==> src/twa_pkg.sv <==
`timescale 1ns / 1ps
// Shared constants, tables and beat types for the true wind block.
// No dependencies; every other file refers to it by scoped names.
package twa_pkg;

  localparam int CORDIC_STEPS = 18;
  localparam int STEPS_USED   = (CORDIC_STEPS > 32) ? 32 : CORDIC_STEPS;
  localparam int STEP_W       = 5;
  localparam int XW           = 40;  // vector component width, Q16 speeds with CORDIC growth
  localparam int ZW           = 36;  // residual angle width, binary angle units

  localparam int FRONT_STAGES = 6;
  localparam int BACK_STAGES  = 4;
  localparam int LATENCY      = FRONT_STAGES + STEPS_USED + 1 + STEPS_USED + BACK_STAGES;

  localparam logic [15:0] FULL_TURN = 16'd36000;
  localparam logic [15:0] HALF_TURN = 16'd18000;

  // angle -> binary angle: a*119304 + floor((a*1456 + 1125) / 2250)
  localparam logic [16:0] PH_BASE  = 17'd119304;
  localparam logic [10:0] PH_MUL   = 11'd1456;
  localparam logic [10:0] PH_OFS   = 11'd1125;
  localparam logic [11:0] PH_DIV   = 12'd2250;
  localparam logic [25:0] PH_RECIP = 26'd61083979;  // floor(2^37 / 2250)
  localparam int          PH_SHIFT = 37;

  localparam logic [16:0] SPD_MAX = 17'h1FFFF;

  function automatic logic [31:0] atan_entry(input logic [STEP_W-1:0] i);
    logic [31:0] r;
    case (i)
      5'd0:  r = 32'h20000000;
      5'd1:  r = 32'h12E4051E;
      5'd2:  r = 32'h09FB385B;
      5'd3:  r = 32'h051111D4;
      5'd4:  r = 32'h028B0D43;
      5'd5:  r = 32'h0145D7E1;
      5'd6:  r = 32'h00A2F61E;
      5'd7:  r = 32'h00517C55;
      5'd8:  r = 32'h0028BE53;
      5'd9:  r = 32'h00145F2F;
      5'd10: r = 32'h000A2F98;
      5'd11: r = 32'h000517CC;
      5'd12: r = 32'h00028BE6;
      5'd13: r = 32'h000145F3;
      5'd14: r = 32'h0000A2FA;
      5'd15: r = 32'h0000517D;
      5'd16: r = 32'h000028BE;
      5'd17: r = 32'h0000145F;
      5'd18: r = 32'h00000A30;
      5'd19: r = 32'h00000518;
      5'd20: r = 32'h0000028C;
      5'd21: r = 32'h00000146;
      5'd22: r = 32'h000000A3;
      5'd23: r = 32'h00000051;
      5'd24: r = 32'h00000029;
      5'd25: r = 32'h00000014;
      5'd26: r = 32'h0000000A;
      5'd27: r = 32'h00000005;
      5'd28: r = 32'h00000003;
      5'd29: r = 32'h00000001;
      5'd30: r = 32'h00000001;
      default: r = 32'h00000000;
    endcase
    return r;
  endfunction

  // squared CORDIC gain in Q32, truncating as each step is folded in
  function automatic logic [63:0] gain_sq();
    logic [63:0] g;
    g = 64'd1 << 32;
    for (int i = 0; i < STEPS_USED; i++) begin
      g = g + (g >> (2 * i));
    end
    return g;
  endfunction

  // gain is about 2.71 in Q32, so it needs 34 bits
  localparam logic [63:0] GAIN_SQ        = gain_sq();
  localparam logic [33:0] GAIN           = GAIN_SQ[33:0];
  localparam logic [32:0] GAIN_HALF      = GAIN_SQ[33:1];
  localparam logic [63:0] SPD_RECIP_FULL = (64'd1 << 62) / GAIN_SQ;
  localparam logic [29:0] SPD_RECIP      = SPD_RECIP_FULL[29:0];

  typedef struct packed {
    logic [15:0] apparent_dir;
    logic [15:0] apparent_speed;
    logic [15:0] heading;
    logic [15:0] vessel_speed;
    logic [15:0] ground_course;
  } twa_in_t;

  typedef struct packed {
    logic [15:0] true_dir;
    logic [16:0] tw_speed;
  } twa_out_t;

  typedef struct packed {
    logic signed [XW-1:0] x;
    logic signed [XW-1:0] y;
    logic signed [ZW-1:0] z;
  } twa_cell_t;

  typedef struct packed {
    logic [15:0] head;
    logic        neg;
    logic        zero;
  } twa_vside_t;

endpackage

==> src/twa_vprep.sv <==
`timescale 1ns / 1ps
// Vector sum of wind and boat velocity, folded into the right half plane
// ahead of the vectoring chain. Depends on twa_pkg.
module twa_vprep (
  input  logic                clk,
  input  logic                rst_n,
  input  logic                in_valid,
  input  twa_pkg::twa_cell_t  app,
  input  twa_pkg::twa_cell_t  boat,
  input  logic [15:0]         head,
  output logic                out_valid,
  output twa_pkg::twa_cell_t  out_cell,
  output twa_pkg::twa_vside_t out_side
);

  logic                          valid_r;
  twa_pkg::twa_cell_t            cell_r, cell_nxt;
  twa_pkg::twa_vside_t           side_r, side_nxt;
  logic signed [twa_pkg::XW-1:0] sx, sy;

  always_comb begin
    sx            = app.x + boat.x;
    sy            = app.y + boat.y;
    side_nxt.head = head;
    side_nxt.zero = (sx == '0) && (sy == '0);
    side_nxt.neg  = sx[twa_pkg::XW-1];
    cell_nxt.x    = side_nxt.neg ? -sx : sx;
    cell_nxt.y    = side_nxt.neg ? -sy : sy;
    cell_nxt.z    = '0;
  end

  always_ff @(posedge clk) begin
    if (!rst_n) begin
      valid_r <= 1'b0;
    end else begin
      valid_r <= in_valid;
    end
  end

  always_ff @(posedge clk) begin
    cell_r <= cell_nxt;
    side_r <= side_nxt;
  end

  assign out_valid = valid_r;
  assign out_cell  = cell_r;
  assign out_side  = side_r;

endmodule

==> config.mk <==
export PLATFORM = sky130hd
export DESIGN_NAME = twa_vprep
export DESIGN_NICKNAME = d
export VERILOG_FILES = /design/src/twa_pkg.sv /design/src/twa_vprep.sv
export SDC_FILE = /design/constraint.sdc
export NUM_CORES = 1
export LEC_CHECK = 0
export BUFFER_PORTS_ARGS = -buffer_cell sky130_fd_sc_hd__buf_2
export CORE_AREA = 2 2 151 153
export DETAILED_ROUTE_END_ITERATION = 10
export DIE_AREA = 0 0 153 155
export GPL_TIMING_DRIVEN = 0
export MAX_ROUTING_LAYER = met4
export PLACE_DENSITY = 0.74
export SYNTH_ARGS = -nofsm -noshare
export SYNTH_HDL_FRONTEND = slang
export SYNTH_SLANG_ARGS = --single-unit
==> constraint.sdc <==
create_clock -name clk -period 4.35 [get_ports clk]
set_clock_uncertainty 0.15 [all_clocks]
set_input_delay 0.6525 -clock clk [delete_from_list [all_inputs] [get_ports clk]]
set_output_delay 0.6525 -clock clk [all_outputs]
set_load 0.05 [all_outputs]
# Word level (Yosys, flattened, before mapping)
# Cells that the tools add are included.
dict set report totals {
  ff_bits 99
  input_bits 251
  out_inout_bits 135
  wordCells 16
}
dict set report op_classes {
  addsub 4
  mux 2
  n_reduce_logical 3
}
# cell n
set op_table {}
lappend op_table {{40-bit adder} 2}
lappend op_table {{40-bit logical NOT} 2}
lappend op_table {{40-bit negation} 2}
lappend op_table {{40-bit two-way mux} 1}
lappend op_table {{39-bit two-way mux} 1}
lappend op_table {{1-bit logical AND} 1}

# Depth between registers and ports, before layout
dict set report depth {
  ltp_word 3
  ltp_mapped 15
  depth_no_buf 13
}

# Worst setup path before layout
# No wires, ideal clock.
dict set report synth_timing {
  kind {input -> register}
  from {input app[36] in the netlist's numbering}
  to {register cell_r (netlist bit out_cell[75])}
  setup_time_ns 0.123
  arrival_ns 3.886
  required_ns 4.077
  slack_ns 0.191
  path_stages 13
  path_buffers 1
  cell_sequence {ha_1 fa_1 a21o_1 nand4_2 a211oi_4 or4_4 buf_6 a2111oi_4 a211oi_2 or4b_4 nor4b_4 a41oi_1 xnor2_1}
}
# element line
set synth_lines {}
lappend synth_lines {{from (decl)} twa_vprep.sv:8} ;# input twa_pkg::twa_cell_t app,
lappend synth_lines {{to (signal assigned)} twa_vprep.sv:41} ;# cell_r <= cell_nxt;
lappend synth_lines {{to (decl)} twa_vprep.sv:17} ;# twa_pkg::twa_cell_t cell_r, cell_nxt;

==> run_summary.xml <==
<?xml version="1.0" encoding="UTF-8"?>
<metrics>
  <group name="status">
    <metric name="status" unit="">finished clean</metric>
  </group>
  <group name="layout">
    <metric name="layout-area-overhead-vs-synth" unit="%">25.0</metric>
    <metric name="final_cell_count_no_fill" unit="">1774</metric>
    <metric name="diodes" unit="">0</metric>
    <metric name="fin_nets" unit="">1817</metric>
    <metric name="finalInstanceArea" unit="um^2">11500</metric>
    <metric name="final_layout_size_suffix_gt1_share" unit="%">27.7</metric>
  </group>
  <group name="grt">
    <metric name="globalRouteMet3Util" unit="%">4.40</metric>
    <metric name="grt_pass1_wl" unit="um">45800</metric>
    <metric name="grt.met1_usage" unit="%">31.0</metric>
    <metric name="globalRouteOverflowTotal" unit="">0</metric>
    <metric name="grt_util_met2" unit="%">39.9</metric>
    <metric name="grtUsageTotal" unit="%">24.3</metric>
    <metric name="grt-busiest-layer" unit="">met2</metric>
    <metric name="number_of_antenna_violations_at_the_first_check_in_global_routing" unit="">0</metric>
    <metric name="grt_max_degree" unit="">20</metric>
    <metric name="grt_pass1_vias" unit="">9175</metric>
  </group>
  <group name="critical_path">
    <metric name="worst-setup-path-type" unit="">input pin to flip-flop</metric>
    <metric name="critPathMaxFanout" unit="">10</metric>
    <metric name="worst_setup_path_start_kind" unit="">input pin</metric>
    <metric name="timing.critical_path.to_type" unit="">flip-flop</metric>
    <metric name="worstPathRequired" unit="ns">4.44</metric>
    <metric name="worst-endpoint-arrival" unit="ns">4.33</metric>
  </group>
  <group name="power">
    <metric name="power.share.combinational" unit="%">59.6</metric>
    <metric name="power.internal" unit="mW">2.50</metric>
    <metric name="total_power" unit="mW">5.32</metric>
    <metric name="swShare" unit="%">53.0</metric>
    <metric name="ir_drop" unit="mV">0.336</metric>
    <metric name="pwr-share-clk" unit="%">15.7</metric>
    <metric name="switching_power" unit="mW">2.82</metric>
    <metric name="total_leakage_power" unit="nW">5.27</metric>
    <metric name="seq_power_share" unit="%">24.7</metric>
    <metric name="power.density" unit="nW/um^2">461</metric>
  </group>
  <group name="clocking">
    <metric name="htree_levels" unit="">3</metric>
    <metric name="clock-sinks" unit="">99</metric>
    <metric name="ctsLongestPathBuffers" unit="">2</metric>
    <metric name="path_clk_slew" unit="ns">0.08</metric>
    <metric name="cts-hold-fix-buffers" unit="">0</metric>
    <metric name="tritoncts.num_buffers" unit="">9</metric>
    <metric name="clock-root-buffer" unit="">sky130_fd_sc_hd__clkbuf_16</metric>
    <metric name="tritoncts" unit="">yes</metric>
  </group>
  <group name="floorplanning">
    <metric name="starting_density_of_the_core" unit="%">41.5</metric>
    <metric name="design.portCount" unit="">386</metric>
    <metric name="die_h" unit="um">155</metric>
    <metric name="die_w" unit="um">153</metric>
    <metric name="dieArea" unit="um^2">23700</metric>
    <metric name="core_area" unit="um^2">22200</metric>
    <metric name="fp-row-count" unit="">55</metric>
  </group>
  <group name="timing">
    <metric name="finalHoldViolCount" unit="">0</metric>
    <metric name="max_slew_margin" unit="%">50.0</metric>
    <metric name="finalWorstPathRequiredPeriod" unit="ns">4.24</metric>
    <metric name="tightest_slew" unit="ns">0.746</metric>
    <metric name="setup_total_negative_slack" unit="ns">0</metric>
    <metric name="timing.final.max_slew_violations" unit="">0</metric>
    <metric name="min_period_over_period" unit="%">97.5</metric>
    <metric name="finalSetupViolCount" unit="">0</metric>
    <metric name="timing.fmax" unit="MHz">236</metric>
  </group>
  <group name="placement">
    <metric name="detailed_place.area" unit="um^2">11100</metric>
    <metric name="place.gp.congestion" unit="">0.931</metric>
    <metric name="detailed_place_hpwl" unit="um">23900</metric>
    <metric name="dp.cells" unit="">1759</metric>
    <metric name="port-buffer-count" unit="">277</metric>
  </group>
  <group name="routing">
    <metric name="drt_iter0_markers" unit="">461</metric>
    <metric name="routed_via_density" unit="">5.45</metric>
    <metric name="detailedRoute.firstPassIterationCount" unit="">5</metric>
    <metric name="route.detailed.wl_per_inst" unit="um">16.5</metric>
    <metric name="routed_wl" unit="um">29200</metric>
    <metric name="remaining_drc_errors" unit="">0</metric>
    <metric name="drtAntennaViolNets" unit="">0</metric>
    <metric name="vias" unit="">9676</metric>
  </group>
  <group name="synthesis">
    <metric name="asyncSetResetFlopFracSynth" unit="%">0</metric>
    <metric name="synth_ff_type" unit="">sky130_fd_sc_hd__dfxtp_1</metric>
    <metric name="synth_top_area_cell" unit="">sky130_fd_sc_hd__dfxtp_1</metric>
    <metric name="synthesis.area" unit="um^2">9220</metric>
    <metric name="synth-seq-area-share" unit="%">21.5</metric>
    <metric name="synth_cells" unit="">1162</metric>
    <metric name="synth_top_cell_area_share" unit="%">21.5</metric>
    <metric name="synth_edf_count" unit="">0</metric>
    <metric name="ys.warnings.count" unit="">0</metric>
    <metric name="post-synth-top-count-cell" unit="">sky130_fd_sc_hd__nand2_1</metric>
    <metric name="post_synthesis_mean_instance_area" unit="um^2">7.93</metric>
    <metric name="post_synth_main_area_contributors" unit="">sky130_fd_sc_hd__dfxtp_1, sky130_fd_sc_hd__ha_1, sky130_fd_sc_hd__xnor2_1</metric>
    <metric name="synthDistinctLibCells" unit="">92</metric>
    <metric name="yosys-top-cells-count" unit="">sky130_fd_sc_hd__nand2_1, sky130_fd_sc_hd__a21oi_1, sky130_fd_sc_hd__dfxtp_1</metric>
    <metric name="synth.ff_latch_count" unit="">99</metric>
  </group>
  <group name="flow_run">
    <metric name="timing.max_cap.violations" unit="">0</metric>
  </group>
  <group name="min_path">
    <metric name="hold_path.class" unit="">input pin to flip-flop</metric>
  </group>
</metrics>
-- cells in the final DEF (no fill, tap or decap), drive strengths merged, types with 6 or more instances in the layout --
cell type and n:
xor2 51, a21oi 103, clkbuf 33, dfxtp 99, xnor2 71, nand2b 12
a31oi 15, nand2 109, inv 30, o211ai 17, a21o 33, nor3 30
and2 20, or2 8, ha 80, nand3 28, conb 36, or3 15
nor2b 8, a211oi 25, a221oi 6, a2111oi 6, o21bai 7, o21ai 73
nor2 87, o31ai 9, nor4 15, o21a 20, and3 11, nand4 17
buf 325
-- per-layer routing --
layer	part of all wire [%]	wire length (um)
met1	44	13000
met2	47	13700
met3	7.0	2060
met4	1.7	498
met5	0	0
-- critical path: stages --
cell and delay [ns]:
sky130_fd_sc_hd__buf_2 0.10, sky130_fd_sc_hd__ha_1 0.39, sky130_fd_sc_hd__a21oi_1 0.26, sky130_fd_sc_hd__o211ai_1 0.24, sky130_fd_sc_hd__nand3_1 0.25, sky130_fd_sc_hd__a21oi_2 0.12, sky130_fd_sc_hd__o21ai_1 0.30, sky130_fd_sc_hd__a21oi_1 0.20
sky130_fd_sc_hd__or4_1 0.50, sky130_fd_sc_hd__nand3_1 0.21, sky130_fd_sc_hd__clkbuf_2 0.33, sky130_fd_sc_hd__clkbuf_2 0.35, sky130_fd_sc_hd__a21oi_1 0.09, sky130_fd_sc_hd__xnor2_1 0.33
-- power by group through the flow --
stage / Combinational (mW) / Clock (mW) / Sequential [mW]
2_1_floorplan: 1.24 / 0 / 2.43
3_3_place_gp: 3.11 / 0 / 1.32
3_5_place_dp: 3.12 / 0 / 1.33
4_1_cts: 3.14 / 0.853 / 1.31
5_1_grt: 3.37 / 0.891 / 1.34
6_report: 3.17 / 0.835 / 1.31
-- final timing paths --
kind | start | endpoint | slack [ns] | depth (start not counted)
hold / removal | head[1] | out_side[3] | 0.24 | 1
setup / recovery | app[82] | out_cell[44] | 0.11 | 14
-- registers in the layout, summed over array words and instances, names as in the netlist --
register	cells
out_cell	80
out_side	18
out_valid	1
-- timing repair --
action / CTS / global route
buffers inserted: 1 / 2
setup endpoints to repair: 42 / 41
resized for setup: 6 / 29
pin swaps: 1 / 5
-- through the flow --
step / hold slack, ns / util (%) / worst slack [ns]
after floorplan: 0.530 / - / 0.191
after global placement: 0.606 / 49.9 / -0.740
after detailed placement: 0.607 / 49.9 / -0.737
after CTS: 0.227 / 51.3 / 0.0177
after global routing: 0.223 / 51.9 / -0.0879
final: 0.241 / 51.9 / 0.110
-- logic make-up after synthesis --
family / count (synthesis) / share of synthesized area [%]
AND/OR/NAND/NOR: 391 / 22.0
AO/OA/AOI/OAI: 365 / 27.3
XOR/XNOR: 122 / 11.6
flip-flops: 99 / 21.5
buffers and inverters: 98 / 5.78
adder cells (fa/ha/maj): 82 / 11.3
multiplexers: 4 / 0.461
other: 1 / 0.0407
-- final cells by class --
class | instances | area, um^2
well taps | 285 | 357
fillers | 2172 | 10700
inverters | 25 | 97.6
repair buffers | 280 | 1410
multi-input cells | 1000 | 6950
flip-flops and latches | 99 | 1980
clock buffers | 9 | 225
clock inverters | 7 | 67.6
plain buffers | 69 | 437
No activity file was read; power rests on OpenSTA's default activity.
