**config.mk**
```make
export PLATFORM = sky130hd
export DESIGN_NAME = twa_front
export DESIGN_NICKNAME = d
export VERILOG_FILES = /design/src/twa_pkg.sv /design/src/twa_front.sv
export SDC_FILE = /design/constraint.sdc
export NUM_CORES = 2
export LEC_CHECK = 0
export BUFFER_PORTS_ARGS = -buffer_cell sky130_fd_sc_hd__buf_2
export CORE_MARGIN = 2
export CORE_UTILIZATION = 30
export CTS_CLUSTER_DIAMETER = 100
export DETAILED_ROUTE_END_ITERATION = 10
export GPL_TIMING_DRIVEN = 1
export PLACE_DENSITY_LB_ADDON = 0.08
export SLEW_MARGIN = 5
export SYNTH_ARGS = -nofsm -noshare
export SYNTH_HDL_FRONTEND = slang
export SYNTH_SLANG_ARGS = --single-unit
```
**constraint.sdc**
```tcl
create_clock -name clk -period 13.4 [get_ports clk]
set_input_delay 2.01 -clock clk [delete_from_list [all_inputs] [get_ports clk]]
set_output_delay 2.01 -clock clk [all_outputs]
set_load 0.05 [all_outputs]
```
**src/twa_pkg.sv**
```systemverilog
`timescale 1ns / 1ps
// Shared constants, tables and beat types for the true wind block.
// No dependencies; every other file refers to it by scoped names.
package twa_pkg;

  localparam int CORDIC_STEPS = 18;
  localparam int STEPS_USED   = (CORDIC_STEPS > 32) ? 32 : CORDIC_STEPS;
  localparam int STEP_W       = 5;
  localparam int XW           = 40;  // vector component width, Q16 speeds with CORDIC growth
  localparam int ZW           = 36;  // residual angle width, binary angle units

  localparam int FRONT_STAGES = 6;
  localparam int BACK_STAGES  = 4;
  localparam int LATENCY      = FRONT_STAGES + STEPS_USED + 1 + STEPS_USED + BACK_STAGES;

  localparam logic [15:0] FULL_TURN = 16'd36000;
  localparam logic [15:0] HALF_TURN = 16'd18000;

  // angle -> binary angle: a*119304 + floor((a*1456 + 1125) / 2250)
  localparam logic [16:0] PH_BASE  = 17'd119304;
  localparam logic [10:0] PH_MUL   = 11'd1456;
  localparam logic [10:0] PH_OFS   = 11'd1125;
  localparam logic [11:0] PH_DIV   = 12'd2250;
  localparam logic [25:0] PH_RECIP = 26'd61083979;  // floor(2^37 / 2250)
  localparam int          PH_SHIFT = 37;

  localparam logic [16:0] SPD_MAX = 17'h1FFFF;

  function automatic logic [31:0] atan_entry(input logic [STEP_W-1:0] i);
    logic [31:0] r;
    case (i)
      5'd0:  r = 32'h20000000;
      5'd1:  r = 32'h12E4051E;
      5'd2:  r = 32'h09FB385B;
      5'd3:  r = 32'h051111D4;
      5'd4:  r = 32'h028B0D43;
      5'd5:  r = 32'h0145D7E1;
      5'd6:  r = 32'h00A2F61E;
      5'd7:  r = 32'h00517C55;
      5'd8:  r = 32'h0028BE53;
      5'd9:  r = 32'h00145F2F;
      5'd10: r = 32'h000A2F98;
      5'd11: r = 32'h000517CC;
      5'd12: r = 32'h00028BE6;
      5'd13: r = 32'h000145F3;
      5'd14: r = 32'h0000A2FA;
      5'd15: r = 32'h0000517D;
      5'd16: r = 32'h000028BE;
      5'd17: r = 32'h0000145F;
      5'd18: r = 32'h00000A30;
      5'd19: r = 32'h00000518;
      5'd20: r = 32'h0000028C;
      5'd21: r = 32'h00000146;
      5'd22: r = 32'h000000A3;
      5'd23: r = 32'h00000051;
      5'd24: r = 32'h00000029;
      5'd25: r = 32'h00000014;
      5'd26: r = 32'h0000000A;
      5'd27: r = 32'h00000005;
      5'd28: r = 32'h00000003;
      5'd29: r = 32'h00000001;
      5'd30: r = 32'h00000001;
      default: r = 32'h00000000;
    endcase
    return r;
  endfunction

  // squared CORDIC gain in Q32, truncating as each step is folded in
  function automatic logic [63:0] gain_sq();
    logic [63:0] g;
    g = 64'd1 << 32;
    for (int i = 0; i < STEPS_USED; i++) begin
      g = g + (g >> (2 * i));
    end
    return g;
  endfunction

  // gain is about 2.71 in Q32, so it needs 34 bits
  localparam logic [63:0] GAIN_SQ        = gain_sq();
  localparam logic [33:0] GAIN           = GAIN_SQ[33:0];
  localparam logic [32:0] GAIN_HALF      = GAIN_SQ[33:1];
  localparam logic [63:0] SPD_RECIP_FULL = (64'd1 << 62) / GAIN_SQ;
  localparam logic [29:0] SPD_RECIP      = SPD_RECIP_FULL[29:0];

  typedef struct packed {
    logic [15:0] apparent_dir;
    logic [15:0] apparent_speed;
    logic [15:0] heading;
    logic [15:0] vessel_speed;
    logic [15:0] ground_course;
  } twa_in_t;

  typedef struct packed {
    logic [15:0] true_dir;
    logic [16:0] tw_speed;
  } twa_out_t;

  typedef struct packed {
    logic signed [XW-1:0] x;
    logic signed [XW-1:0] y;
    logic signed [ZW-1:0] z;
  } twa_cell_t;

  typedef struct packed {
    logic [15:0] head;
    logic        neg;
    logic        zero;
  } twa_vside_t;

endpackage

```
**src/twa_front.sv**
```systemverilog
`timescale 1ns / 1ps
// Input stages: angle reduction, earth-frame TO angles, binary phase and
// quadrant fold ahead of the rotation chain. Depends on twa_pkg.
module twa_front (
  input  logic                clk,
  input  logic                rst_n,
  input  logic                in_valid,
  input  twa_pkg::twa_in_t    in_data,
  output logic                out_valid,
  output twa_pkg::twa_cell_t  out_app,
  output twa_pkg::twa_cell_t  out_boat,
  output logic [15:0]         out_head
);

  logic [5:0]  v_r;

  // stage 1: reduced inputs
  logic [15:0] adir1_r, head1_r, cog1_r, aspd1_r, bspd1_r;
  logic [15:0] adir_red, head_red, cog_red;

  // stage 2: TO angles, index 0 apparent, 1 boat
  logic [16:0] sum2, sum2a;
  logic [15:0] ang2_r [2];
  logic [15:0] spd2_r [2];
  logic [15:0] head2_r;

  // stage 3..5: phase conversion
  logic [31:0] base3_r [2];
  logic [25:0] n3_r    [2];
  logic [15:0] spd3_r  [2];
  logic [15:0] head3_r;
  logic [31:0] base4_r [2];
  logic [25:0] n4_r    [2];
  logic [14:0] qe4_r   [2];
  logic [15:0] spd4_r  [2];
  logic [15:0] head4_r;
  logic [31:0] ph5_r   [2];
  logic [15:0] spd5_r  [2];
  logic [15:0] head5_r;

  // stage 6: rotation entry
  twa_pkg::twa_cell_t cell6_r [2];
  logic [15:0]        head6_r;

  logic [51:0] qprod [2];
  logic [26:0] rem   [2];
  logic [14:0] qfix  [2];
  twa_pkg::twa_cell_t cell_nxt [2];
  logic [31:0] ph_fold [2];
  logic signed [twa_pkg::XW-1:0] x0 [2];

  always_comb begin
    adir_red = (in_data.apparent_dir >= twa_pkg::FULL_TURN) ?
               in_data.apparent_dir - twa_pkg::FULL_TURN : in_data.apparent_dir;
    head_red = (in_data.heading >= twa_pkg::FULL_TURN) ?
               in_data.heading - twa_pkg::FULL_TURN : in_data.heading;
    cog_red  = (in_data.ground_course >= twa_pkg::FULL_TURN) ?
               in_data.ground_course - twa_pkg::FULL_TURN : in_data.ground_course;
    sum2  = {1'b0, adir1_r} + {1'b0, head1_r} + {1'b0, twa_pkg::HALF_TURN};
    if (sum2 >= {1'b0, twa_pkg::FULL_TURN}) sum2 = sum2 - {1'b0, twa_pkg::FULL_TURN};
    sum2a = (sum2 >= {1'b0, twa_pkg::FULL_TURN}) ? sum2 - {1'b0, twa_pkg::FULL_TURN} : sum2;
    for (int k = 0; k < 2; k++) begin
      qprod[k] = 52'(n3_r[k]) * 52'(twa_pkg::PH_RECIP);
      rem[k]   = 27'(n4_r[k]) - 27'(qe4_r[k]) * 27'(twa_pkg::PH_DIV);
      qfix[k]  = (rem[k] >= 27'(twa_pkg::PH_DIV)) ? qe4_r[k] + 15'd1 : qe4_r[k];
      // second and third quadrant: negate and turn by half a circle
      x0[k]    = signed'({{(twa_pkg::XW-32){1'b0}}, spd5_r[k], 16'd0});
      ph_fold[k] = ph5_r[k];
      if (ph5_r[k][31] ^ ph5_r[k][30]) begin
        x0[k]         = -x0[k];
        ph_fold[k][31] = ~ph5_r[k][31];
      end
      cell_nxt[k].x = x0[k];
      cell_nxt[k].y = '0;
      cell_nxt[k].z = signed'({{(twa_pkg::ZW-32){ph_fold[k][31]}}, ph_fold[k]});
    end
  end

  always_ff @(posedge clk) begin
    if (!rst_n) begin
      v_r <= '0;
    end else begin
      v_r <= {v_r[4:0], in_valid};
    end
  end

  always_ff @(posedge clk) begin
    adir1_r <= adir_red;
    head1_r <= head_red;
    cog1_r  <= cog_red;
    aspd1_r <= in_data.apparent_speed;
    bspd1_r <= in_data.vessel_speed;

    ang2_r[0] <= sum2a[15:0];
    ang2_r[1] <= cog1_r;
    spd2_r[0] <= aspd1_r;
    spd2_r[1] <= bspd1_r;
    head2_r   <= head1_r;

    for (int k = 0; k < 2; k++) begin
      base3_r[k] <= 32'(ang2_r[k]) * 32'(twa_pkg::PH_BASE);
      n3_r[k]    <= 26'(ang2_r[k]) * 26'(twa_pkg::PH_MUL) + 26'(twa_pkg::PH_OFS);
      spd3_r[k]  <= spd2_r[k];
      base4_r[k] <= base3_r[k];
      n4_r[k]    <= n3_r[k];
      qe4_r[k]   <= qprod[k][twa_pkg::PH_SHIFT +: 15];
      spd4_r[k]  <= spd3_r[k];
      ph5_r[k]   <= base4_r[k] + 32'(qfix[k]);
      spd5_r[k]  <= spd4_r[k];
      cell6_r[k] <= cell_nxt[k];
    end
    head3_r <= head2_r;
    head4_r <= head3_r;
    head5_r <= head4_r;
    head6_r <= head5_r;
  end

  assign out_valid = v_r[5];
  assign out_app   = cell6_r[0];
  assign out_boat  = cell6_r[1];
  assign out_head  = head6_r;

endmodule

```
-- Word-level counts from Yosys, hierarchy flattened
Memory sizes are Yosys's and may differ from the RTL's.
Cells that the tools add are included.
Widths: inputs -> output; s select.
- $add $sub $neg: 17
- multipliers: 8
- $lt $le $gt $ge: 7
- muxes and demuxes: 11
- bitwise logic cells: 4
- operator list (cell ; count):
    $mul 26x26->52 const B ; 2
    $mux 40 ; 2
    $neg 32->40 ; 2
    $add 32x15->32 ; 2
    $mux 16 ; 4
    $sub 16x16->16 const B ; 4
    $mul 16x14->29 const B ; 2
    $ge 27x12->1 const B ; 2
    $sub 26x27->27 ; 2
    $add 26x11->26 const B ; 2
    $mul 15x11->26 const B ; 2
    $ge 16x16->1 const B ; 3
    $mul 16x7->22 const B ; 2
    $ge 17x16->1 const B ; 2
    $add 15x1->15 const B ; 2
    $mux 15 ; 2
    $add 16x16->17 ; 1
    $add 17x15->17 const B ; 1
    $mux 17 ; 1
    $sub 17x16->17 const B ; 1
    $mux 1 ; 2
    $not 1->1 ; 2
    $xor 1x1->1 ; 2
- register bits after elaboration: 166
- memory bits (writable): 632
- input bits: 83
- logic and storage cells: 70
- memories: 12
- memories (memory ; words ; bits a word ; rd ports ; clocked after Yosys merged registers in ; write ports ; line ; RTL):
    cell6_r ; 2 ; 76 ; 2 ; 0 ; 2 ; twa_front.sv:42 ; twa_pkg::twa_cell_t cell6_r [2];
    base4_r ; 2 ; 32 ; 2 ; 0 ; 2 ; twa_front.sv:32 ; logic [31:0] base4_r [2];
    ph5_r ; 2 ; 32 ; 2 ; 0 ; 2 ; twa_front.sv:37 ; logic [31:0] ph5_r [2];
    base3_r ; 2 ; 29 ; 2 ; 0 ; 2 ; twa_front.sv:28 ; logic [31:0] base3_r [2];
    n3_r ; 2 ; 26 ; 2 ; 0 ; 2 ; twa_front.sv:29 ; logic [25:0] n3_r [2];
    n4_r ; 2 ; 26 ; 2 ; 0 ; 2 ; twa_front.sv:33 ; logic [25:0] n4_r [2];
    +6 memories ; n/a ; n/a ; n/a ; n/a ; n/a ; n/a ;

-- Longest topological paths before layout
- depth in word-level cells: 6
- mapped depth: 49
- mapped depth without buffers: 48

-- Least setup slack after synthesis
OpenSTA, ideal clock, no wires.
- path kind: register to register
- start: memory qe4_r[0][9]
- end: memory ph5_r[0][25]
- library setup time: 0.118 ns
- arrival: 9.316 ns
- data required time: 13.282 ns
- slack: 3.965 ns
- stages on the path, launching flop included: 45
- cells stage by stage: dfxtp_1 ha_1 ha_1 fa_1 fa_1 inv_1 fa_1 inv_1 ha_1 a21o_1 a21oi_1 inv_1 a21oi_1 nand2b_1 o21a_1 a21oi_1 a311oi_1 xor2_1 (+9 left out) buf_2 nand2_1 xnor2_1 ha_1 inv_1 fa_1 nor2b_1 o21ai_0 a21boi_0 o21ai_0 a21boi_0 o21ai_0 a21boi_0 o21ai_0 a21o_1 a21oi_1 nand3_1 xnor2_1
- RTL lines (item ; line ; RTL):
    start: declaration ; twa_front.sv:34 ; logic [14:0] qe4_r [2];
    end: declaration ; twa_front.sv:37 ;

==> results.cfg <==
[logic_synthesis]
ys_warn_count = 0
netlist.area_leader.share = 0.2717
ys_ff_latch = 732
async_flop_share = 0
synth_edf_count = 0
synth_area_leaders = dfxtp_1, ha_1, fa_1
synth_common_cells = ha_1, inv_1, dfxtp_1
yosysMostFrequentCell = ha_1
ys_types = 92
netlist_instances = 5050
synth_ff_type = dfxtp_1
synth_largest_area_cell = dfxtp_1
synth.avg_cell_area_um2 = 10.68
syn_area_mm2 = 0.05394
seq_area_frac_synth = 0.2717

[critical_path]
worstSetupPathType = reg2reg
cpMaxStageDelayCell = dfxtp_1
cp.required_ns = 13.96
cp-end-kind = register
startpoint_type = register
cpPeakStageDelay_ns = 0.59
worstPathMaxFanout = 16
crit_arrival_ns = 11.82
rrSetupSlack_ns = 2.14

[floorplanning]
die_y_um = 428.0
die_w_um = 428.0
start_util = 0.3020
dieArea_mm2 = 0.1832
num_rows = 155
io_pins = 332
core_area_mm2 = 0.1786

[timing]
post-route-period-util = 0.8406
rsz0062_at_grt = false
tightest_slew_ns = 1.096
min_period_ns = 11.26
setup_slack_ns = 2.135
skew_ns = 0.08645
setup_tns_ns = 0
fmax_mhz = 88.77
finalMaxSlewViolations = 0
hold_viol = 0
relSlewSlack = 0.2657
setup_viol = 0

[final_layout]
n_fill_cell = 18122
fin_nets = 7040
multi_input_area_mm2 = 0.03569
regArea_mm2 = 0.01465
drive_gt1_frac = 0.08338
syn2layout_area_growth_pct = 12.87

[global_routing]
grt_pass1_vias = 36291
grt.total_usage = 0.1455
grt_pass1_wl_um = 208200
grt_max_degree = 20
grt.overflow.total = 0
antenna_found_initial = 8

[clock_tree]
cts-buffers-inserted = 87
root_buffer = clkbuf_16
clkSlewWorstSetupHoldPaths_ns = 0.06
hold_buffers = 0
clkLatencyLatePin_ns = 0.74
cts.path.max_buffers = 3
clock-sinks = 732
cts_tree = done
ctsResizeCount = 0
h-tree-depth = 3
postCtsSetupBuffers = 0

[job]
drv_cap = 0

[routing]
ant_nets = 0
vias = 34038
avgViaCountPerCell = 4.355
routed_wl_um = 130200
drc = 0
drtIter0Drc = 1174
drt-wirelength-per-cell_um = 16.67
dr.pass1.iters = 6

[placement]
dp_hpwl_um = 106100
place.gp.congestion = 0.8176
pre_cts_ws_ns = 2.026
portBuffers = 219

[run_status]
status = completed

[min_path]
hp-class = reg2reg
[path summary, 6_finish.rpt]
kind | start | end | depth (start not counted)
worst max-delay path | qe4_r[0][4] | ph5_r[0][25] | 45
worst min-delay path | base3_r[0][40] | base4_r[0][46] | 0
worst max register to register | qe4_r[0][4] | ph5_r[0][25] | 45
worst min register to register | base3_r[0][40] | base4_r[0][46] | 0
[cells in the final DEF, fill, tap and decap left out, types with 10 or more instances in the layout]
master / netlist / final
mux2i_1: 11 / 11
clkbuf_16: 0 / 87
buf_4: 120 / 42
a21oi_1: 201 / 201
nand4_1: 34 / 34
xor2_1: 126 / 126
fa_1: 533 / 533
nor3_1: 57 / 57
a21o_1: 81 / 81
o21bai_1: 26 / 26
clkbuf_8: 0 / 14
conb_1: 1 / 112
xnor2_1: 246 / 244
nand2_1: 150 / 150
o21a_1: 30 / 30
o211ai_1: 13 / 13
o31ai_1: 15 / 15
dfxtp_1: 732 / 732
and2_1: 19 / 19
o21ai_0: 142 / 142
nand2b_1: 29 / 29
nand3_1: 77 / 77
a31oi_1: 35 / 35
inv_1: 815 / 815
a21boi_0: 16 / 16
nor2b_1: 25 / 25
nor2_1: 202 / 202
or3_1: 14 / 14
a211oi_1: 24 / 24
buf_2: 2 / 219
and3_1: 39 / 39
clkinv_2: 0 / 13
clkbuf_1: 12 / 10
diode_2: 0 / 15
nor3b_1: 19 / 18
ha_1: 1049 / 1049
[stage by stage]
step                      cell area, µm²    util  hold slack, ns  cells
after floorplan                    54350       -          0.3096   5161
after global placement             57760  0.3234          0.3096   7641
after detailed placement           57760  0.3234          0.3121   7641
after CTS                          60840  0.3406          0.2679   7800
after global routing               60880  0.3408          0.2656   7814
final                              60880  0.3408          0.2757   7815
[kinds of logic (layout without fill, tap and decap cells)]
group,after synthesis,in the layout,share of synthesized area
other,1,127,0.00006953
muxes,12,12,0.002250
and+or+nand+nor,718,718,0.06662
adders and majority gates,1582,1582,0.4412
AOI/OAI and AO/OA,680,680,0.08247
DFF,732,732,0.2717
buffers and inverters,951,1235,0.07472
xor gates and xnor gates,374,374,0.06101
[routing by layer]
layer | up-vias | track usage | part of all wire
met4 | 2 | 0.04209 | 0.022
met5 | - | 0 | 0.00012
met2 | 393 | 0.2558 | 0.50
li1 | 17250 | - | -
met3 | 141 | 0.01612 | 0.023
met1 | 16252 | 0.1872 | 0.46
[critical path, delay by kind of cell, from the launching register on]
| kind | cells | cell delay (ns) |
|---|---|---|
| compound gates | 21 | 4.74 |
| fa+ha+maj | 9 | 3.30 |
| simple gates | 8 | 1.47 |
| flops | 1 | 0.59 |
| xor+xnor | 3 | 0.56 |
| buf+inv | 4 | 0.39 |
[sequential cells by signal (all words and copies together) (netlist names), 16 cells and up]
register / count
n3_r: 42
head3_r: 16
bspd1_r: 16
spd5_r: 32
adir1_r: 16
ang2_r: 32
cog1_r: 16
qe4_r: 30
head5_r: 16
out_head: 16
base3_r: 58
head1_r: 16
n4_r: 42
spd2_r: 32
head4_r: 16
head2_r: 16
cell6_r: 112
ph5_r: 64
aspd1_r: 16
spd4_r: 32
base4_r: 58
spd3_r: 32
[final cells by class]
| cell class | count | share of cell area |
|---|---|---|
| diodes | 15 | 0.0006166 |
| clock buffers | 111 | 0.03954 |
| clock inverters | 48 | 0.01104 |
| inverters | 815 | 0.05025 |
| multi-input cells | 3478 | 0.5863 |
| flip-flops and latches | 732 | 0.2407 |
| well taps | 2355 | 0.04840 |
| repair buffers | 261 | 0.02318 |
Power is not shown: default switching activity piles up to over one toggle a cycle in this logic, so the estimate is an artifact.
