--- src/twa_pkg.sv ---
`timescale 1ns / 1ps
// Shared constants, tables and beat types for the true wind block.
// No dependencies; every other file refers to it by scoped names.
package twa_pkg;

  localparam int CORDIC_STEPS = 18;
  localparam int STEPS_USED   = (CORDIC_STEPS > 32) ? 32 : CORDIC_STEPS;
  localparam int STEP_W       = 5;
  localparam int XW           = 40;  // vector component width, Q16 speeds with CORDIC growth
  localparam int ZW           = 36;  // residual angle width, binary angle units

  localparam int FRONT_STAGES = 6;
  localparam int BACK_STAGES  = 4;
  localparam int LATENCY      = FRONT_STAGES + STEPS_USED + 1 + STEPS_USED + BACK_STAGES;

  localparam logic [15:0] FULL_TURN = 16'd36000;
  localparam logic [15:0] HALF_TURN = 16'd18000;

  // angle -> binary angle: a*119304 + floor((a*1456 + 1125) / 2250)
  localparam logic [16:0] PH_BASE  = 17'd119304;
  localparam logic [10:0] PH_MUL   = 11'd1456;
  localparam logic [10:0] PH_OFS   = 11'd1125;
  localparam logic [11:0] PH_DIV   = 12'd2250;
  localparam logic [25:0] PH_RECIP = 26'd61083979;  // floor(2^37 / 2250)
  localparam int          PH_SHIFT = 37;

  localparam logic [16:0] SPD_MAX = 17'h1FFFF;

  function automatic logic [31:0] atan_entry(input logic [STEP_W-1:0] i);
    logic [31:0] r;
    case (i)
      5'd0:  r = 32'h20000000;
      5'd1:  r = 32'h12E4051E;
      5'd2:  r = 32'h09FB385B;
      5'd3:  r = 32'h051111D4;
      5'd4:  r = 32'h028B0D43;
      5'd5:  r = 32'h0145D7E1;
      5'd6:  r = 32'h00A2F61E;
      5'd7:  r = 32'h00517C55;
      5'd8:  r = 32'h0028BE53;
      5'd9:  r = 32'h00145F2F;
      5'd10: r = 32'h000A2F98;
      5'd11: r = 32'h000517CC;
      5'd12: r = 32'h00028BE6;
      5'd13: r = 32'h000145F3;
      5'd14: r = 32'h0000A2FA;
      5'd15: r = 32'h0000517D;
      5'd16: r = 32'h000028BE;
      5'd17: r = 32'h0000145F;
      5'd18: r = 32'h00000A30;
      5'd19: r = 32'h00000518;
      5'd20: r = 32'h0000028C;
      5'd21: r = 32'h00000146;
      5'd22: r = 32'h000000A3;
      5'd23: r = 32'h00000051;
      5'd24: r = 32'h00000029;
      5'd25: r = 32'h00000014;
      5'd26: r = 32'h0000000A;
      5'd27: r = 32'h00000005;
      5'd28: r = 32'h00000003;
      5'd29: r = 32'h00000001;
      5'd30: r = 32'h00000001;
      default: r = 32'h00000000;
    endcase
    return r;
  endfunction

  // squared CORDIC gain in Q32, truncating as each step is folded in
  function automatic logic [63:0] gain_sq();
    logic [63:0] g;
    g = 64'd1 << 32;
    for (int i = 0; i < STEPS_USED; i++) begin
      g = g + (g >> (2 * i));
    end
    return g;
  endfunction

  // gain is about 2.71 in Q32, so it needs 34 bits
  localparam logic [63:0] GAIN_SQ        = gain_sq();
  localparam logic [33:0] GAIN           = GAIN_SQ[33:0];
  localparam logic [32:0] GAIN_HALF      = GAIN_SQ[33:1];
  localparam logic [63:0] SPD_RECIP_FULL = (64'd1 << 62) / GAIN_SQ;
  localparam logic [29:0] SPD_RECIP      = SPD_RECIP_FULL[29:0];

  typedef struct packed {
    logic [15:0] apparent_dir;
    logic [15:0] apparent_speed;
    logic [15:0] heading;
    logic [15:0] vessel_speed;
    logic [15:0] ground_course;
  } twa_in_t;

  typedef struct packed {
    logic [15:0] true_dir;
    logic [16:0] tw_speed;
  } twa_out_t;

  typedef struct packed {
    logic signed [XW-1:0] x;
    logic signed [XW-1:0] y;
    logic signed [ZW-1:0] z;
  } twa_cell_t;

  typedef struct packed {
    logic [15:0] head;
    logic        neg;
    logic        zero;
  } twa_vside_t;

endpackage

--- src/twa_back.sv ---
`timescale 1ns / 1ps
// Output stages: gain removal by reciprocal with one correction, binary
// angle to hundredths, FROM angle relative to the bow. Depends on twa_pkg.
module twa_back (
  input  logic                clk,
  input  logic                rst_n,
  input  logic                in_valid,
  input  twa_pkg::twa_cell_t  vcell,
  input  twa_pkg::twa_vside_t side,
  output logic                out_valid,
  output twa_pkg::twa_out_t   out_data
);

  logic [3:0]  v_r;

  logic [34:0] magp;
  logic [31:0] phase;

  logic [34:0] mag1_r;
  logic [50:0] prod1_r;
  logic [47:0] aprod1_r;
  logic [15:0] head1_r;

  logic [34:0] mag2_r;
  logic [19:0] qe2_r;
  logic [15:0] ang2_r;
  logic [15:0] head2_r;
  logic [51:0] qsum;
  logic [48:0] asum;
  logic [15:0] ang_raw;

  logic [52:0] qg3_r;
  logic [52:0] n3_r;
  logic [19:0] qe3_r;
  logic [15:0] dir3_r;
  logic [16:0] dsum, dsum_a, dsum_b;

  logic [53:0] diff;
  logic [19:0] q;
  twa_pkg::twa_out_t out_r, out_nxt;

  always_comb begin
    // x is never negative after the fold; the zero vector reads as angle 0
    magp  = (!side.zero && !vcell.x[twa_pkg::XW-1]) ? vcell.x[34:0] : '0;
    phase = side.zero ? 32'd0 : {vcell.z[31] ^ side.neg, vcell.z[30:0]};

    qsum    = 52'(prod1_r) + (52'd1 << 31);
    asum    = 49'(aprod1_r) + (49'd1 << 31);
    ang_raw = asum[47:32];

    dsum   = 17'(ang2_r) + 17'(twa_pkg::HALF_TURN) + 17'(twa_pkg::FULL_TURN) - 17'(head2_r);
    dsum_a = (dsum >= 17'(twa_pkg::FULL_TURN)) ? dsum - 17'(twa_pkg::FULL_TURN) : dsum;
    dsum_b = (dsum_a >= 17'(twa_pkg::FULL_TURN)) ? dsum_a - 17'(twa_pkg::FULL_TURN) : dsum_a;

    // estimate is never high and at most one low
    diff = 54'(n3_r) - 54'(qg3_r);
    q    = (diff >= 54'(twa_pkg::GAIN)) ? qe3_r + 20'd1 : qe3_r;

    out_nxt.true_dir = dir3_r;
    out_nxt.tw_speed = (q > 20'(twa_pkg::SPD_MAX)) ? twa_pkg::SPD_MAX : q[16:0];
  end

  always_ff @(posedge clk) begin
    if (!rst_n) begin
      v_r <= '0;
    end else begin
      v_r <= {v_r[2:0], in_valid};
    end
  end

  always_ff @(posedge clk) begin
    mag1_r   <= magp;
    prod1_r  <= 51'(magp[34:14]) * 51'(twa_pkg::SPD_RECIP);
    aprod1_r <= 48'(phase) * 48'(twa_pkg::FULL_TURN);
    head1_r  <= side.head;

    mag2_r  <= mag1_r;
    qe2_r   <= qsum[51:32];
    ang2_r  <= (ang_raw == twa_pkg::FULL_TURN) ? 16'd0 : ang_raw;
    head2_r <= head1_r;

    qg3_r  <= 53'(qe2_r) * 53'(twa_pkg::GAIN);
    n3_r   <= {2'b0, mag2_r, 16'd0} + 53'(twa_pkg::GAIN_HALF);
    qe3_r  <= qe2_r;
    dir3_r <= dsum_b[15:0];

    out_r <= out_nxt;
  end

  assign out_valid = v_r[3];
  assign out_data  = out_r;

endmodule

--- config.mk ---
export PLATFORM = sky130hd
export DESIGN_NAME = twa_back
export DESIGN_NICKNAME = d
export VERILOG_FILES = /design/src/twa_pkg.sv /design/src/twa_back.sv
export SDC_FILE = /design/constraint.sdc
export NUM_CORES = 2
export LEC_CHECK = 0
export ABC_CLOCK_PERIOD_IN_PS = 7400
export BUFFER_PORTS_ARGS = -buffer_cell sky130_fd_sc_hd__buf_2
export CORE_ASPECT_RATIO = 1.5
export CORE_MARGIN = 10
export CORE_UTILIZATION = 45
export CTS_BUF_LIST = sky130_fd_sc_hd__clkbuf_8
export CTS_CLUSTER_DIAMETER = 30
export DETAILED_ROUTE_END_ITERATION = 10
export PLACE_DENSITY_LB_ADDON = 0.25
export SLEW_MARGIN = 5
export SYNTH_ARGS = -nofsm -noshare
export SYNTH_HDL_FRONTEND = slang
export SYNTH_SLANG_ARGS = --single-unit
export TNS_END_PERCENT = 5
--- constraint.sdc ---
create_clock -name clk -period 7.4 [get_ports clk]
set_clock_uncertainty 0.2 [all_clocks]
set_input_delay 0.37 -clock clk [delete_from_list [all_inputs] [get_ports clk]]
set_output_delay 0.37 -clock clk [all_outputs]
set_load 0.02 [all_outputs]
* Word-level counts from Yosys, hierarchy flattened *
Index checks and enable logic that the tools add are counted.

cells by class
  muxes and demuxes = 5
  add/sub/neg operators = 10
  $lt $le $gt $ge = 4
  eq/ne operators = 1
  shift operators = 0
  reduce and logical (&&, ||, !) cells = 3
  multipliers = 3
  bitwise gates (word level) = 1
  divide/modulo/power cells = 0

operators with widths
  cell                                                                                    number
  54-bit by 34-bit greater-or-equal comparator with 1-bit output (second input constant)  1
  52-bit by 53-bit subtractor with 54-bit output                                          1
  19-bit by 34-bit multiplier with 53-bit output (second input constant)                  1
  51-bit by 33-bit adder with 52-bit output (second input constant)                       1
  50-bit by 32-bit adder with 51-bit output (second input constant)                       1
  48-bit by 32-bit adder with 48-bit output (second input constant)                       1
  21-bit by 27-bit multiplier with 48-bit output (second input constant)                  1
  32-bit by 11-bit multiplier with 43-bit output (second input constant)                  1
  35-bit 2-to-1 mux                                                                       1
  17-bit by 16-bit greater-or-equal comparator with 1-bit output (second input constant)  2
  32-bit 2-to-1 mux                                                                       1
  19-bit by 1-bit adder with 20-bit output (second input constant)                        1
  20-bit by 17-bit > comparator with 1-bit output (second input constant)                 1
  20-bit 2-to-1 mux                                                                       1
  16-bit by 15-bit adder with 17-bit output (second input constant)                       1
  17-bit by 16-bit adder with 17-bit output (second input constant)                       1
  17-bit 2-to-1 mux                                                                       1
  17-bit by 16-bit subtractor with 17-bit output                                          1
  17-bit by 16-bit subtractor with 17-bit output (second input constant)                  1
  16-bit equality test (second input constant)                                            1
  16-bit 2-to-1 mux                                                                       1
  16-bit subtractor (second input constant)                                               1
  1-bit logical NOT                                                                       2
  1-bit logical AND                                                                       1
  1-bit bitwise XOR                                                                       1

storage, ports and cells
  input port bits = 137
  output and inout bits = 34
  memories kept = 0
  logic and storage cells = 43
  RAM bits = 0
  register bits after elaboration = 405
  ROM bits = 0
  bits in latches = 0

* Logic depth before layout (Yosys ltp) *
  word-level depth = 7
  depth in mapped cells = 31
  depth with buffers taken out = 29

* Least setup slack after synthesis *
No wires, ideal clock.

  path kind = input to register
  start point = input vcell[115] in the netlist's numbering
  end point = register prod1_r[36]
  slack = 0.153 ns
  setup time = 0.072 ns
  cell stages on the path = 27
  path buffers = 2
  data arrival time = 6.975 ns
  path through = nor2_1 clkbuf_1 clkbuf_1 nand2_1 inv_1 ha_1 inv_1 fa_1 fa_1 fa_1 inv_1 fa_1 fa_1 fa_1 ha_1 a21o_1 a21o_1 a21oi_1 o21ai_0 a21oi_1 o21ai_0 a21oi_1 o21bai_1 a21o_1 a31o_2 a21oi_1 xnor2_1

between the ends
  longest elaborated chain between the ends = 4

ends and longest elaborated chain
  what                                            line            text
  from (decl)                                     twa_back.sv:8   input twa_pkg::twa_cell_t vcell,
  1-bit logical NOT                               twa_back.sv:44  magp = (!side.zero && !vcell.x[twa_pkg::XW-1]) ? vcell.x[34:0] : '0;
  1-bit logical AND                               twa_back.sv:44
  35-bit 2-to-1 mux                               twa_back.sv:44
  named net magp[22]                              twa_back.sv:16  logic [34:0] magp;
  21-bit by 27-bit multiplier with 48-bit output  twa_back.sv:73  prod1_r <= 51'(magp[34:14]) * 51'(twa_pkg::SPD_RECIP);
  to (signal assigned)                            twa_back.sv:73
  to (decl)                                       twa_back.sv:20  logic [50:0] prod1_r;

The timed path passes the listed nets, and every way through them passes these cells.
A chain may end at the register's enable or synchronous reset.

* Final worst setup path *
  start point = register qe2_r[10]
  end point = register qg3_r[52]

between the ends
  longest elaborated chain between the ends = 1

ends and longest elaborated chain
  what                                            line            text
  from (decl)                                     twa_back.sv:25  logic [19:0] qe2_r;
  from (signal assigned)                          twa_back.sv:78  qe2_r <= qsum[51:32];
  19-bit by 34-bit multiplier with 53-bit output  twa_back.sv:82  qg3_r <= 53'(qe2_r) * 53'(twa_pkg::GAIN);
  to (signal assigned)                            twa_back.sv:82
  to (decl)                                       twa_back.sv:32  logic [52:0] qg3_r;

No other way between the ends.

==> impl_results.md <==
* Status: finished clean
* Final core occ at 51.98%
* Nets at between 5k and 6k
* Final Non-Filler Cells at between 5k and 6k
* All-Layer GR Usage at between 20% and 30%
* Area leader, netlist: fa_1
* Hold Path Depth at 4
* Fmax at roughly 140 MHz
* WP data required at roughly 7800 ps
* Via count at between 20k and 30k
* 1st-pass router iterations at 5
* DRT antenna net count at 0
* Initial antenna violation count at 3
* TritonCTS clock tree: done
* Yosys cell types at 86
* Flop and latch count out of synthesis at 332
* FFs w/ async S/R, synth at 0%
* CP Class: flop to flop
* Total grt overflow at 0
* Synth top area cells: fa_1 (29%), ha_1 (21%), dfxtp_1 (17%)
* Fin Setup TNS at 0 ps
* Reg2reg setup slack at roughly 260 ps
* Final setup vio count at 0
* Crit share post-route at between 90% and 100%
* IO Port Bufs at roughly 120
* Syn_nets at 5332
* Worst hold-check path type: primary input to flop
* Actual slew at the worst max-slew pin at between 900 and 1000 ps
* Hold path endpoint: mag1_r[16]$_DFF_P_
* Vias in the first global route at between 30k and 40k
* Total placed cells including tap cells at ~5.4k
* Post-Syn Area per Cell at approximately 9.8 sq um
* Cell area after synthesis at just under 40000 sq um
* P&R area growth vs syn at 14.31%
* Max clock buf depth at 3
* Ys flop type: dfxtp_1
* GP Congestion at 0.9555
* Post-synth EDFFs at 0
* Max Slew Vio Count at 0
* Avg WL per Cell at 17.98 um
* Vias/cell at roughly 5.0
* Worst skew pair latency at about 680 ps
* Tmin final at approximately 7100 ps
* Initial DRC Count at roughly 1.2k
* R2R cell count at 23
* Critical R2R Launch: qe2_r[10]$_DFF_P_
* Synthesis Warnings at 0
* CTS sink cnt at 332
* CP Max Fanout at 5
* Num CTS Buffers at 59
* DRC viols at 0
* Syn Inst Count at between 3k and 4k
* Die width at 259.8 um
* Core Region at around 85000 sq um
* Slew headroom at roughly a third
* Die height at around 380 um
* Std cell rows at between 100 and 150
* Worst Setup End Kind: flop
* RSZ-0062 raised after global routing: yes
* Worst Hold Slack at about 51 ps
* Initial Utilization at a little under half
* I/O pin count at 171
* Worst-path clk slew at about 60 ps
* Final-report hold violation count at 0
* Max_cap viols at 0
* Seq/Total Area, Yosys at about 17%
* Root Driver: clkbuf_8
* HPWL Detailed at roughly 90000 um
* Critical Path Start Type: flop
* Arrival time at the worst endpoint at between 7000 and 8000 ps
* Share of layout cells above drive strength 1 at between 10% and 20%
* R2r endpoint: qg3_r[52]$_DFF_P_
* Die area at 98680 sq um
* First-pass GRT wire length at around 160000 um
* Top cell type's share of synthesized area at roughly 29%
* Worst hold start: vcell[92]
* Final wirelength at between 100000 and 150000 um
* Synth cell count leaders: inv_1 (952), ha_1 (660), fa_1 (553), dfxtp_1 (332), nand2_1 (151)
* H-tree lvl count at 2
* Largest net degree at the start of global routing at 33
* Top-count cell post-synth: inv_1
## registers in the layout, indices dropped and copies added, names as in the netlist, 16 cells and up
name      flops
ang2_r       16
aprod1_r     17
dir3_r       16
head1_r      16
head2_r      16
mag1_r       34
mag2_r       35
n3_r         36
out_data     33
prod1_r      20
qe2_r        19
qe3_r        19
qg3_r        51
## critical path, cell delays in order (launching register included)
cell	delay, ps
dfxtp_1	490
buf_4	170
ha_1	230
inv_1	130
fa_1	460
fa_1	490
fa_1	520
fa_1	550
inv_1	50
fa_1	580
ha_1	420
a21o_1	180
a211o_1	300
o22a_1	200
a21oi_1	220
or4_1	190
o2111ai_2	150
o21ai_0	240
buf_4	150
a211o_1	120
o211ai_1	210
a2111o_1	470
a21oi_1	190
xnor2_1	130
## worst max-delay path by stage
stage                           start             endpoint  slack, ps  depth (start not counted)
CTS                  qe2_r[9]$_DFF_P_    qg3_r[47]$_DFF_P_        110                         23
floorplan                  vcell[115]  prod1_r[36]$_DFF_P_        150                         27
global route        qe2_r[14]$_DFF_P_    qg3_r[45]$_DFF_P_        -10                         23
finish              qe2_r[10]$_DFF_P_    qg3_r[52]$_DFF_P_        260                         23
global placement           vcell[115]  prod1_r[36]$_DFF_P_        -40                         28
detailed placement         vcell[115]  prod1_r[36]$_DFF_P_        -90                         29
## per-layer routing
layer | share of wire [%] | GRT usage [%]
met4 | 7.5 | 13.53
met2 | 53 | 39.10
met1 | 37 | 21.48
met5 | 0 | 0
met3 | 2.3 | 1.803
## kinds of logic (layout without fill, tap and decap cells)
| family | count (synthesis) | after routing | share of synthesized area, % |
|---|---|---|---|
| fa+ha+maj | 1214 | 1214 | 49.80 |
| buf+inv | 1006 | 1480 | 9.760 |
| simple gates | 665 | 665 | 8.684 |
| compound gates | 556 | 556 | 9.886 |
| flops | 332 | 332 | 17.12 |
| xor+xnor | 198 | 198 | 4.466 |
| mux | 11 | 11 | 0.2836 |
| other cells | 0 | 1 | 0 |
## final cells by class
class / instances / area, sq um
fill: 7920 / 41010
antenna: 1 / 2.502
inverter: 952 / 3573
tap: 1130 / 1414
clock inverter: 35 / 341.6
timing repair buffer: 424 / 3035
clock buffer: 69 / 949.7
sequential: 332 / 6650
multi-input combinational: 2644 / 28420
## cells in the final DEF (no fill, tap or decap), types with 10 or more instances in the layout
cell type / netlist / layout
o21ai_0: 74 / 73
dlygate4sd3_1: 0 / 48
o21bai_1: 15 / 15
nand2_1: 151 / 151
or2_2: 22 / 22
buf_4: 1 / 251
clkbuf_8: 0 / 69
or3_1: 15 / 15
a21o_1: 86 / 86
a21oi_1: 136 / 136
nor2b_1: 47 / 47
xnor2_1: 129 / 129
a31oi_1: 25 / 25
nand3_1: 74 / 74
buf_2: 7 / 122
nor2_1: 138 / 137
nor3_1: 41 / 41
xor2_1: 69 / 69
and2_1: 46 / 46
fa_1: 553 / 553
o2111ai_1: 11 / 10
a211oi_1: 19 / 18
inv_1: 952 / 957
ha_1: 660 / 660
nand4_1: 23 / 23
a21boi_0: 10 / 10
nand2b_1: 18 / 18
and4_1: 12 / 12
and3_1: 37 / 37
o31ai_1: 10 / 10
a2111oi_0: 11 / 11
o21a_1: 32 / 32
dfxtp_1: 332 / 329
mux2i_1: 11 / 11
o211ai_1: 22 / 22
## stage by stage
stage / setup WS, ps / area (sq um)
2_1_floorplan: 152.6 / 38830
3_3_place_gp: -43.09 / 42590
3_5_place_dp: -88.77 / 42590
4_1_cts: 107.7 / 44360
5_1_grt: -14.11 / 44390
6_report: 261.7 / 44390
## what timing repair did
item / 4_1_cts / 5_1_grt
setup buffers: 0 / 0
hold buffers: 48 / 0
resized for setup: 0 / 8
hold endpoints to repair: 49 / 0
setup endpoints to repair: 0 / 9
Power is left out: the tool's default activity adds up to more than one toggle a clock period on the data nets, which glitch-free logic cannot reach.
